==> config.mk <==
export PLATFORM = sky130hd
export DESIGN_NAME = ffha_ctrl
export DESIGN_NICKNAME = d
export VERILOG_FILES = /design/src/sv/ffha_pkg.sv /design/src/sv/ffha_ctrl.sv
export SDC_FILE = /design/constraint.sdc
export NUM_CORES = 1
export LEC_CHECK = 0
export BUFFER_PORTS_ARGS = -buffer_cell sky130_fd_sc_hd__buf_2
export CAP_MARGIN = 0
export CORE_UTILIZATION = 54
export CTS_CLUSTER_DIAMETER = 50
export DETAILED_ROUTE_END_ITERATION = 12
export PLACE_DENSITY_LB_ADDON = 0.1
export SLEW_MARGIN = 20
export SYNTH_ARGS = -nofsm -noshare
export SYNTH_HDL_FRONTEND = slang
export SYNTH_SLANG_ARGS = --single-unit
==> constraint.sdc <==
create_clock -name clk -period 2.5 [get_ports clk]
set_clock_uncertainty 0.2 [all_clocks]
set_input_delay 0.375 -clock clk [delete_from_list [all_inputs] [get_ports clk]]
set_output_delay 0.375 -clock clk [all_outputs]
set_load 0.1 [all_outputs]
==> src/sv/ffha_pkg.sv <==
// ----------------------------------------------------------------------------
// ffha_pkg
// shared types and constants of the first-fit heap allocator
// ----------------------------------------------------------------------------
package ffha_pkg;

	localparam int HEADER_BYTES   = 8;
	localparam int HEAP_MAX_BYTES = 65536;
	localparam int STORE_DEPTH    = HEAP_MAX_BYTES / HEADER_BYTES;
	localparam int SLOT_W         = $clog2(STORE_DEPTH);
	localparam int VAL_W          = 17;
	localparam int NEED_W         = 18;
	localparam int STEP_W         = $clog2(STORE_DEPTH) + 1;
	localparam int ALIGN_W        = 13;
	localparam int HEAP_W         = 17;
	localparam int OFF_W          = 16;
	localparam int CFG_IDX_W      = 2;
	localparam int CFG_DATA_W     = 17;

	// request types
	localparam logic [1:0] REQ_ALLOC = 2'd0;
	localparam logic [1:0] REQ_FREE  = 2'd1;
	localparam logic [1:0] REQ_INIT  = 2'd2;

	// register indexes
	localparam logic [CFG_IDX_W-1:0] CFG_ALIGN = 2'd0;
	localparam logic [CFG_IDX_W-1:0] CFG_HEAP  = 2'd1;

	// datapath micro-ops
	localparam logic [3:0] OP_NONE      = 4'd0;
	localparam logic [3:0] OP_LOAD      = 4'd1;
	localparam logic [3:0] OP_CLEAR     = 4'd2;
	localparam logic [3:0] OP_RD_HEAD   = 4'd3;
	localparam logic [3:0] OP_A_CUR     = 4'd4;
	localparam logic [3:0] OP_A_ADV     = 4'd5;
	localparam logic [3:0] OP_A_EXACT   = 4'd6;
	localparam logic [3:0] OP_A_SPLIT1  = 4'd7;
	localparam logic [3:0] OP_A_SPLIT2  = 4'd8;
	localparam logic [3:0] OP_F_STEP    = 4'd9;
	localparam logic [3:0] OP_F_R1      = 4'd10;
	localparam logic [3:0] OP_F_R2      = 4'd11;
	localparam logic [3:0] OP_F_W1      = 4'd12;
	localparam logic [3:0] OP_F_R3      = 4'd13;
	localparam logic [3:0] OP_F_W2      = 4'd14;

	typedef struct packed {
		logic [3:0] op;
		logic       out_load;
		logic       res_ok;
	} ffha_cmd_t;

	typedef struct packed {
		logic [1:0] req_type;
		logic       free_ok;
		logic       cur_zero;
		logic       fits;
		logic       exact;
		logic       f_stop;
		logic       step_last;
		logic       clr_last;
	} ffha_stat_t;

	function automatic logic [SLOT_W-1:0] slot(input logic [VAL_W-1:0] off);
		return off[SLOT_W+2:3];
	endfunction

endpackage

==> src/sv/ffha_ctrl.sv <==
// ----------------------------------------------------------------------------
// ffha_ctrl
// sequencer: walks each request through its datapath steps
// ----------------------------------------------------------------------------
module ffha_ctrl
	import ffha_pkg::*;
(
	input  logic       clk,
	input  logic       arst_n,
	input  logic       in_valid,
	output logic       in_stall,
	output logic       out_valid,
	input  logic       out_stall,
	input  ffha_stat_t stat,
	output ffha_cmd_t  cmd
);

	localparam logic [3:0] S_IDLE    = 4'd0;
	localparam logic [3:0] S_DISP    = 4'd1;
	localparam logic [3:0] S_CLEAR   = 4'd2;
	localparam logic [3:0] S_RCLR    = 4'd3;
	localparam logic [3:0] S_A_START = 4'd4;
	localparam logic [3:0] S_A_CUR   = 4'd5;
	localparam logic [3:0] S_A_CHK   = 4'd6;
	localparam logic [3:0] S_A_SPLIT = 4'd7;
	localparam logic [3:0] S_F_START = 4'd8;
	localparam logic [3:0] S_F_STEP  = 4'd9;
	localparam logic [3:0] S_F_R1    = 4'd10;
	localparam logic [3:0] S_F_R2    = 4'd11;
	localparam logic [3:0] S_F_W1    = 4'd12;
	localparam logic [3:0] S_F_R3    = 4'd13;
	localparam logic [3:0] S_F_W2    = 4'd14;
	localparam logic [3:0] S_DONE    = 4'd15;

	logic [3:0] state_q, state_d;
	logic       ok_q, ok_d;
	logic       out_valid_q;

	always_comb begin
		state_d      = state_q;
		ok_d         = ok_q;
		cmd.op       = OP_NONE;
		cmd.out_load = 1'b0;
		cmd.res_ok   = ok_q;
		case (state_q)
			S_IDLE: begin
				if (in_valid) begin
					cmd.op  = OP_LOAD;
					state_d = S_DISP;
				end
			end
			S_DISP: begin
				case (stat.req_type)
					REQ_ALLOC: state_d = S_A_START;
					REQ_FREE: begin
						if (stat.free_ok) begin
							state_d = S_F_START;
						end else begin
							ok_d    = 1'b0;
							state_d = S_DONE;
						end
					end
					REQ_INIT: state_d = S_CLEAR;
					default: begin
						ok_d    = 1'b0;
						state_d = S_DONE;
					end
				endcase
			end
			S_CLEAR, S_RCLR: begin
				cmd.op = OP_CLEAR;
				if (stat.clr_last) begin
					ok_d    = 1'b1;
					state_d = (state_q == S_RCLR) ? S_IDLE : S_DONE;
				end
			end
			S_A_START: begin
				cmd.op  = OP_RD_HEAD;
				state_d = S_A_CUR;
			end
			S_A_CUR: begin
				cmd.op = OP_A_CUR;
				if (stat.cur_zero) begin
					ok_d    = 1'b0;
					state_d = S_DONE;
				end else begin
					state_d = S_A_CHK;
				end
			end
			S_A_CHK: begin
				if (stat.fits && stat.exact) begin
					cmd.op  = OP_A_EXACT;
					ok_d    = 1'b1;
					state_d = S_DONE;
				end else if (stat.fits) begin
					cmd.op  = OP_A_SPLIT1;
					state_d = S_A_SPLIT;
				end else if (stat.step_last) begin
					ok_d    = 1'b0;
					state_d = S_DONE;
				end else begin
					cmd.op  = OP_A_ADV;
					state_d = S_A_CUR;
				end
			end
			S_A_SPLIT: begin
				cmd.op  = OP_A_SPLIT2;
				ok_d    = 1'b1;
				state_d = S_DONE;
			end
			S_F_START: begin
				cmd.op  = OP_RD_HEAD;
				state_d = S_F_STEP;
			end
			S_F_STEP: begin
				cmd.op = OP_F_STEP;
				if (stat.f_stop || stat.step_last) begin
					state_d = S_F_R1;
				end
			end
			S_F_R1: begin
				cmd.op  = OP_F_R1;
				state_d = S_F_R2;
			end
			S_F_R2: begin
				cmd.op  = OP_F_R2;
				state_d = S_F_W1;
			end
			S_F_W1: begin
				cmd.op  = OP_F_W1;
				state_d = S_F_R3;
			end
			S_F_R3: begin
				cmd.op  = OP_F_R3;
				state_d = S_F_W2;
			end
			S_F_W2: begin
				cmd.op  = OP_F_W2;
				ok_d    = 1'b1;
				state_d = S_DONE;
			end
			S_DONE: begin
				if (!out_valid_q || !out_stall) begin
					cmd.out_load = 1'b1;
					state_d      = S_IDLE;
				end
			end
			default: state_d = S_IDLE;
		endcase
	end

	always_ff @(posedge clk or negedge arst_n) begin
		if (!arst_n) begin
			state_q     <= S_RCLR;
			ok_q        <= 1'b0;
			out_valid_q <= 1'b0;
		end else begin
			state_q <= state_d;
			ok_q    <= ok_d;
			if (cmd.out_load) begin
				out_valid_q <= 1'b1;
			end else if (!out_stall) begin
				out_valid_q <= 1'b0;
			end
		end
	end

	assign in_stall  = (state_q != S_IDLE);
	assign out_valid = out_valid_q;

endmodule

==> results of run 1 <==
==> routing by layer <==
metal / GRT usage [%] / share of wire (%) / up-vias
li1: - / - / 386
met1: 34.77 / 44 / 337
met2: 44.92 / 50 / 24
met3: 11.63 / 4.7 / 2
met4: 4.464 / 0.44 / 0
met5: 0 / 0 / -
==> layout by cell type (no fill, tap or decap), types with 4 or more instances in the layout <==
cell | netlist | routed
o21a_1 | 4 | 4
dfrtp_1 | 4 | 4
o21ai_0 | 7 | 6
buf_2 | 5 | 17
clkbuf_4 | 0 | 4
a21oi_1 | 8 | 6
nor2_1 | 6 | 5
nand2_1 | 6 | 6
nand2b_1 | 5 | 5
==> worst min path at each step <==
stage	startpoint	to	slack (ns)	cells past startpoint
finish	out_stall	out_valid$_DFFE_PN0P_	0.23	3
global route	out_stall	out_valid$_DFFE_PN0P_	0.24	3
detailed placement	arst_n	state_q[2]$_DFFE_PN0P_	0.004	1
floorplan	arst_n	ok_q$_DFFE_PN0P_	-0.12	0
global placement	arst_n	state_q[2]$_DFFE_PN0P_	0.0008	1
CTS	out_stall	out_valid$_DFFE_PN0P_	0.22	3
==> flip-flops by register name, summed over array words and instances (netlist names) <==
register	cells
ok_q	1
out_valid	1
state_q	4
==> cells by family (layout without fill, tap and decap cells) <==
| group | Yosys count | in the layout | synth area share [%] |
|---|---|---|---|
| muxes | 3 | 3 | 5.096 |
| DFF | 6 | 6 | 21.44 |
| buffers and inverters | 12 | 32 | 8.786 |
| and+or+nand+nor | 32 | 32 | 25.48 |
| AOI/OAI and AO/OA | 37 | 37 | 37.79 |
| adders and majority gates | 1 | 1 | 1.406 |
==> area by class of cell <==
| class | count | area [sq um] | area share [%] |
|---|---|---|---|
| clock buffer | 4 | 26.28 | 2.975 |
| inverter | 4 | 15.01 | 1.700 |
| multi-input combinational | 73 | 506.7 | 57.37 |
| sequential | 6 | 152.6 | 17.28 |
| tap | 14 | 17.52 | 1.983 |
| timing repair buffer | 24 | 165.2 | 18.70 |
==> per-stage QoR <==
step / area, sq um / setup slack [ns] / util (%) / TNS (ns) / cells
final: 883.3 / 0.08550 / 75.43 / 0 / 125
after global routing: 883.3 / 0.02614 / 75.43 / 0 / 125
after CTS: 880.8 / 0.04860 / 75.21 / 0 / 125
after detailed placement: 844.6 / 0.3142 / 72.12 / 0 / 120
after global placement: 844.6 / 0.3220 / 72.12 / 0 / 120
after floorplan: 721.9 / -0.3086 / - / -0.3086 / 91
==> worst register-to-register path, delay by kind of cell, from the launching register on <==
kind               cells  cell delay, ns
AOI/OAI and AO/OA      3            0.81
and+or+nand+nor        1            0.23
DFF                    1            0.75
==> cells in the mapped netlist (all sizes together) <==
cell	number
inv	4
buf	7
nor2b	3
a21oi	8
a2bb2oi	1
maj3	1
and3	1
nand2	6
mux2	2
o21ai	8
nor2	6
a2111o	1
a211o	2
nand4	1
a21o	1
o21bai	1
o2111a	1
a32oi	1
clkbuf	1
or4	1
a31o	1
o31a	1
mux2i	1
nor4b	1
o2111ai	1
nor3	1
nand2b	5
o22ai	1
o221a	1
and3b	1
nor4bb	1
nand3b	1
nor3b	1
a211oi	1
dfrtp	4
o32ai	1
dfstp	2
nand3	3
o311ai	1
a31oi	1
o21a	4
==> what timing repair did <==
action                                  4_1_cts  5_1_grt
buffers inserted                              0        0
gates resized for setup                       0        1
endpoints found under the setup margin        0        1
endpoints found under the hold margin         6        0
hold buffers                                  1        0
==> impl_results.md, run 1 <==
* Final Max Tran Viols at 0
* Vias in the first global route at 630
* R2R Setup Slk at 0.45 ns
* Yosys Warn Count at 0
* Synth unique cells at 46
* Crit path depth at 5
* Sequential cell area fraction in the yosys report at 21.44%
* HP Class: input port to flop
* Run status: finished, final reports clean
* WP buf/inv at 2
* Worst hold slack at 0.2320 ns
* Full die area at ~0.0015 sq mm
* N_diodes at 0
* Post-synthesis cell area at 711.9 sq um
* CP Capture Type: output port
* Clk Latency, worst-skew pair at 0.25 ns
* Cts bufs inserted at 3
* Total congestion overflow at 0
* Post-DP HPWL at 1355 um
* Post-synth top area cell: dfrtp_1
* Fin crit period at around 2.4 ns
* RSZ-0062 raised after global routing: false
* Iteration-0 DRC Markers at 25
* Total Nets Final at around 130
* Startpoint class of the critical path: flop
* Synthesized net count at 104
* Final setup fails at 0
* Period utilization at 96.58%
* Fillers at approximately 100
* Root Driver: clkbuf_4
* Sink Count at 6
* Crit-path max cell delay at 0.63 ns
* Clock-pin transition on the worst setup and hold timing paths at 0.05 ns
* FF-to-FF path depth at 4
* Slowest stage cell, crit path: dfstp_2
* Largest net degree at the start of global routing at 24
* WL/cell at 14.47 um
* CTS Buffer Depth at 2
* Port buffer count at 20
* Crit-path cells: inv_1 > maj3_1 > nand2_1 > o21ai_1 > buf_2
* Largest cells by area after synthesis: dfrtp_1 14%, dfstp_2 7.4%, a21oi_1 5.6%
* DRC violations left at 0
* Tot GR Track Use at 27.84%
* Synthesis-stage register bit count at 6
* Row cnt at 12
* Mean Syn Cell Area at 7.823 sq um
* I/O pin cnt at 21
* Antenna violations before repair at 0
* Mapped Cells at a little over 90
* Final wirelength at ~1800 um
* Area delta synth->final at 24.08%
* Htree depth at 1
* Worst path top cell family by delay: flip-flops
* Crit path max fanout at 10
* Total number of vias at 749
* Reg2reg end: state_q[2]$_DFFE_PN0P_
* First-pass GRT wire length at 2739 um
* First drt pass iteration count at 4
* Die Ht at 38.31 um
* CP arrival at 1.84 ns
* DR vias/cell at 5.992
* Share of cells above drive strength 1 at 33.33%
* Worst slew pin tran at 0.4847 ns
* Worst setup path startpoint: state_q[1]$_DFFE_PN1P_
* Max-Cap Viols at 0
* Initial Util at 60.79%
* Final ANT Viol Nets at 0
* CTS tree: done
* WS Path Type: flop to output port
* Hold Fails Final Rpt at 0
* Die width at 38.31 um
* Worst Setup EP: cmd[2]
* Post-synth top area share at about 14%
* Routability Congestion at 0.8104
* Required @ worst endpoint at 1.92 ns
* Slew margin rel. at between 60% and 70%
* Worst reg2reg startpoint: state_q[0]$_DFFE_PN1P_
* CORE AREA at 0.001171 sq mm
* Max Fclk at 414.2 MHz
Power of run 1 is not shown: default switching activity piles up to over one toggle a cycle in this logic, so the estimate is an artifact.
==> inputs of run 2 (changes only) <==
--- a/config.mk
+++ b/config.mk
@@ -8,7 +8,7 @@
 export BUFFER_PORTS_ARGS = -buffer_cell sky130_fd_sc_hd__buf_2
 export CAP_MARGIN = 0
 export CORE_UTILIZATION = 54
-export CTS_CLUSTER_DIAMETER = 50
+export CTS_CLUSTER_DIAMETER = 30
 export DETAILED_ROUTE_END_ITERATION = 12
 export PLACE_DENSITY_LB_ADDON = 0.1
 export SLEW_MARGIN = 20
==> constraint.sdc (replaced) <==
create_clock -name clk -period 2.8 [get_ports clk]
set_clock_uncertainty 0.2 [all_clocks]
set_input_delay 0.14 -clock clk [delete_from_list [all_inputs] [get_ports clk]]
set_output_delay 0.14 -clock clk [all_outputs]
set_load 0.1 [all_outputs]
==> run 2 against run 1 <==
Count of clock-buffer cells in the layout unchanged. Via count rose by 4.3%. Critical endpoint unchanged. Non-clock buffer count is 2 lower. Routed wire length is 2.0% lower.
==> impl_results.md, run 2 (synthesis gave the netlist of run 1 again) <==
* Max FFs per register at 4 (unchanged)
* Row cnt at 12 (unchanged)
* CP arrival at 1.99 ns (+0.15 ns)
* CTS tree: done
* Max-Cap Viols at 0 (unchanged)
* Post-DP Area at 785.8 sq um (-7.0%)
* Sum Neg Setup Slack at 0 ns (unchanged)
* Worst hold slack at 0.02311 ns (-0.2089 ns)
* Finished Layout Cells at 123 (-1.6%)
* Max Fclk at 429.5 MHz
* Vias in the first global route at 649 (+3.0%)
* Largest Register: state_q
* Worst slew pin tran at 0.5641 ns (+0.07936 ns)
* Commonest non-fill, non-tap cell in the layout: buf_2
* CORE AREA at 0.001171 sq mm (unchanged)
* Clock-pin transition on the worst setup and hold timing paths at 0.04 ns (about the same)
* Die Ht at 38.31 um (unchanged)
* Slew margin rel. at 62.39% (-5.5 points)
* Fillers at 105 (+1.9%)
* CTS resizes at 0 (unchanged)
* Sink Count at 6 (unchanged)
* N_diodes at 0 (unchanged)
* Htree depth at 1 (unchanged)
* Post-DP HPWL at 1259 um (-7.1%)
* DRC violations left at 0 (unchanged)
* DR vias/cell at 6.350 (+6.0%)
* Die width at 38.31 um (unchanged)
* Iteration-0 DRC Markers at 51 (+100%)
* Required @ worst endpoint at 2.46 ns (+0.54 ns)
* I/O pin cnt at 21 (unchanged)
* Initial Util at 60.79% (unchanged)
* Total congestion overflow at 0 (unchanged)
* Port buffer count at 20 (unchanged)
* Root Driver: clkbuf_4
* Post-route cell area at 832.0 sq um (-5.8%)
* CTS Buffer Depth at 2 (unchanged)
* Placed cells at 117 (-2.5%)
* Total Nets Final at 123 (-1.6%)
* Largest net degree at the start of global routing at 24 (unchanged)
* Startpoint class of the critical path: flop
* Crit-path max cell delay at 0.72 ns (+0.09 ns)
* Clk Latency, worst-skew pair at 0.25 ns (about the same)
* HP Class: input port to flop
* Share of cells above drive strength 1 at 29.36% (-4.0 points)
* Hold Fails Final Rpt at 0 (unchanged)
* Full die area at 0.001468 sq mm (unchanged)
* WL/cell at 14.41 um (-0.40%)
* Routability Congestion at 0.8450 (+4.3%)
* Cts bufs inserted at 3 (unchanged)
* Total number of vias at 781 (+4.3%)
* Crit path max fanout at 21 (+11)
* Crit-path cells: inv_1 > maj3_1 > nand2_1 > o21ai_1 > buf_2
* Final ANT Viol Nets at 0 (unchanged)
* CP Capture Type: output port
* Final wirelength at 1773 um (-2.0%)
* Final Max Tran Viols at 0 (unchanged)
* Run status: finished, final reports clean
* Most frequent cells in the layout: 20 x buf_2, 7 x a21oi_1, 6 x nor2_1, 6 x o21ai_0, 6 x nand2_1
* Area delta synth->final at 16.87%
* Slowest stage cell, crit path: dfstp_2
* Fin crit period at 2.328 ns
* Worst path top cell family by delay: flip-flops
* Antenna violations before repair at 0 (unchanged)
* Period utilization at 83.15%
* First drt pass iteration count at 4 (unchanged)
* Final setup fails at 0 (unchanged)
* First-pass GRT wire length at 2891 um (+5.5%)
* RSZ-0062 raised after global routing: false
* WP buf/inv at 2 (unchanged)
* Tot GR Track Use at 29.02% (+1.2 points)
* WS Path Type: flop to output port
==> run 2: repair_timing <==
| item | 4_1_cts | 5_1_grt |
|---|---|---|
| setup buffers | 0 | 0 |
| setup endpoints to repair | 0 | 0 |
| hold buffers | 2 | 0 |
| hold endpoints to repair | 7 | 0 |
==> run 2: metrics by stage <==
step,utilization [%],setup slack (ns)
after floorplan,-,0.07175
after global placement,67.09,0.7796
after detailed placement,67.09,0.7626
after CTS,71.05,0.4941
after global routing,71.05,0.3353
final,71.05,0.4718
==> run 2: area by class of cell <==
| type | instances | area (sq um) | share of cell area (%) |
|---|---|---|---|
| Inverter | 4 | 15.01 | 1.805 |
| Clock buffer | 4 | 26.28 | 3.158 |
| Timing Repair Buffer | 22 | 120.1 | 14.44 |
| Tap cell | 14 | 17.52 | 2.105 |
| Sequential cell | 6 | 152.6 | 18.35 |
| Multi-Input combinational cell | 73 | 500.5 | 60.15 |
==> run 2: tightest hold or removal path, cell delays in order <==
cell and delay [ns]:
buf_2 0.12, nor2_1 0.10, o32ai_1 0.09
==> run 2: per-layer routing <==
metal	GRT usage, %	wire length, um	vias up	part of all wire, %
li1	-	-	380	-
met2	43.64	816	42	46
met4	8.036	21	0	1.2
met5	0	0	-	0
met1	39.64	769	355	43
met3	8.721	166	4	9.4
==> run 2: path summary, 6_finish.rpt <==
path | startpoint | end | slack, ns | depth (start not counted)
setup / recovery | state_q[1]$_DFFE_PN1P_ | cmd[2] | 0.47 | 5
hold / removal | stat[8] | state_q[1]$_DFFE_PN1P_ | 0.02 | 3
setup reg to reg | state_q[0]$_DFFE_PN1P_ | state_q[2]$_DFFE_PN0P_ | 0.79 | 4
hold reg to reg | ok_q$_DFFE_PN0P_ | ok_q$_DFFE_PN0P_ | 0.29 | 1
max in group asynchronous | arst_n | state_q[1]$_DFFE_PN1P_ | 2.13 | 2
min in group asynchronous | arst_n | state_q[3]$_DFFE_PN0P_ | 0.05 | 2
Power of run 2 is left out for the same reason.
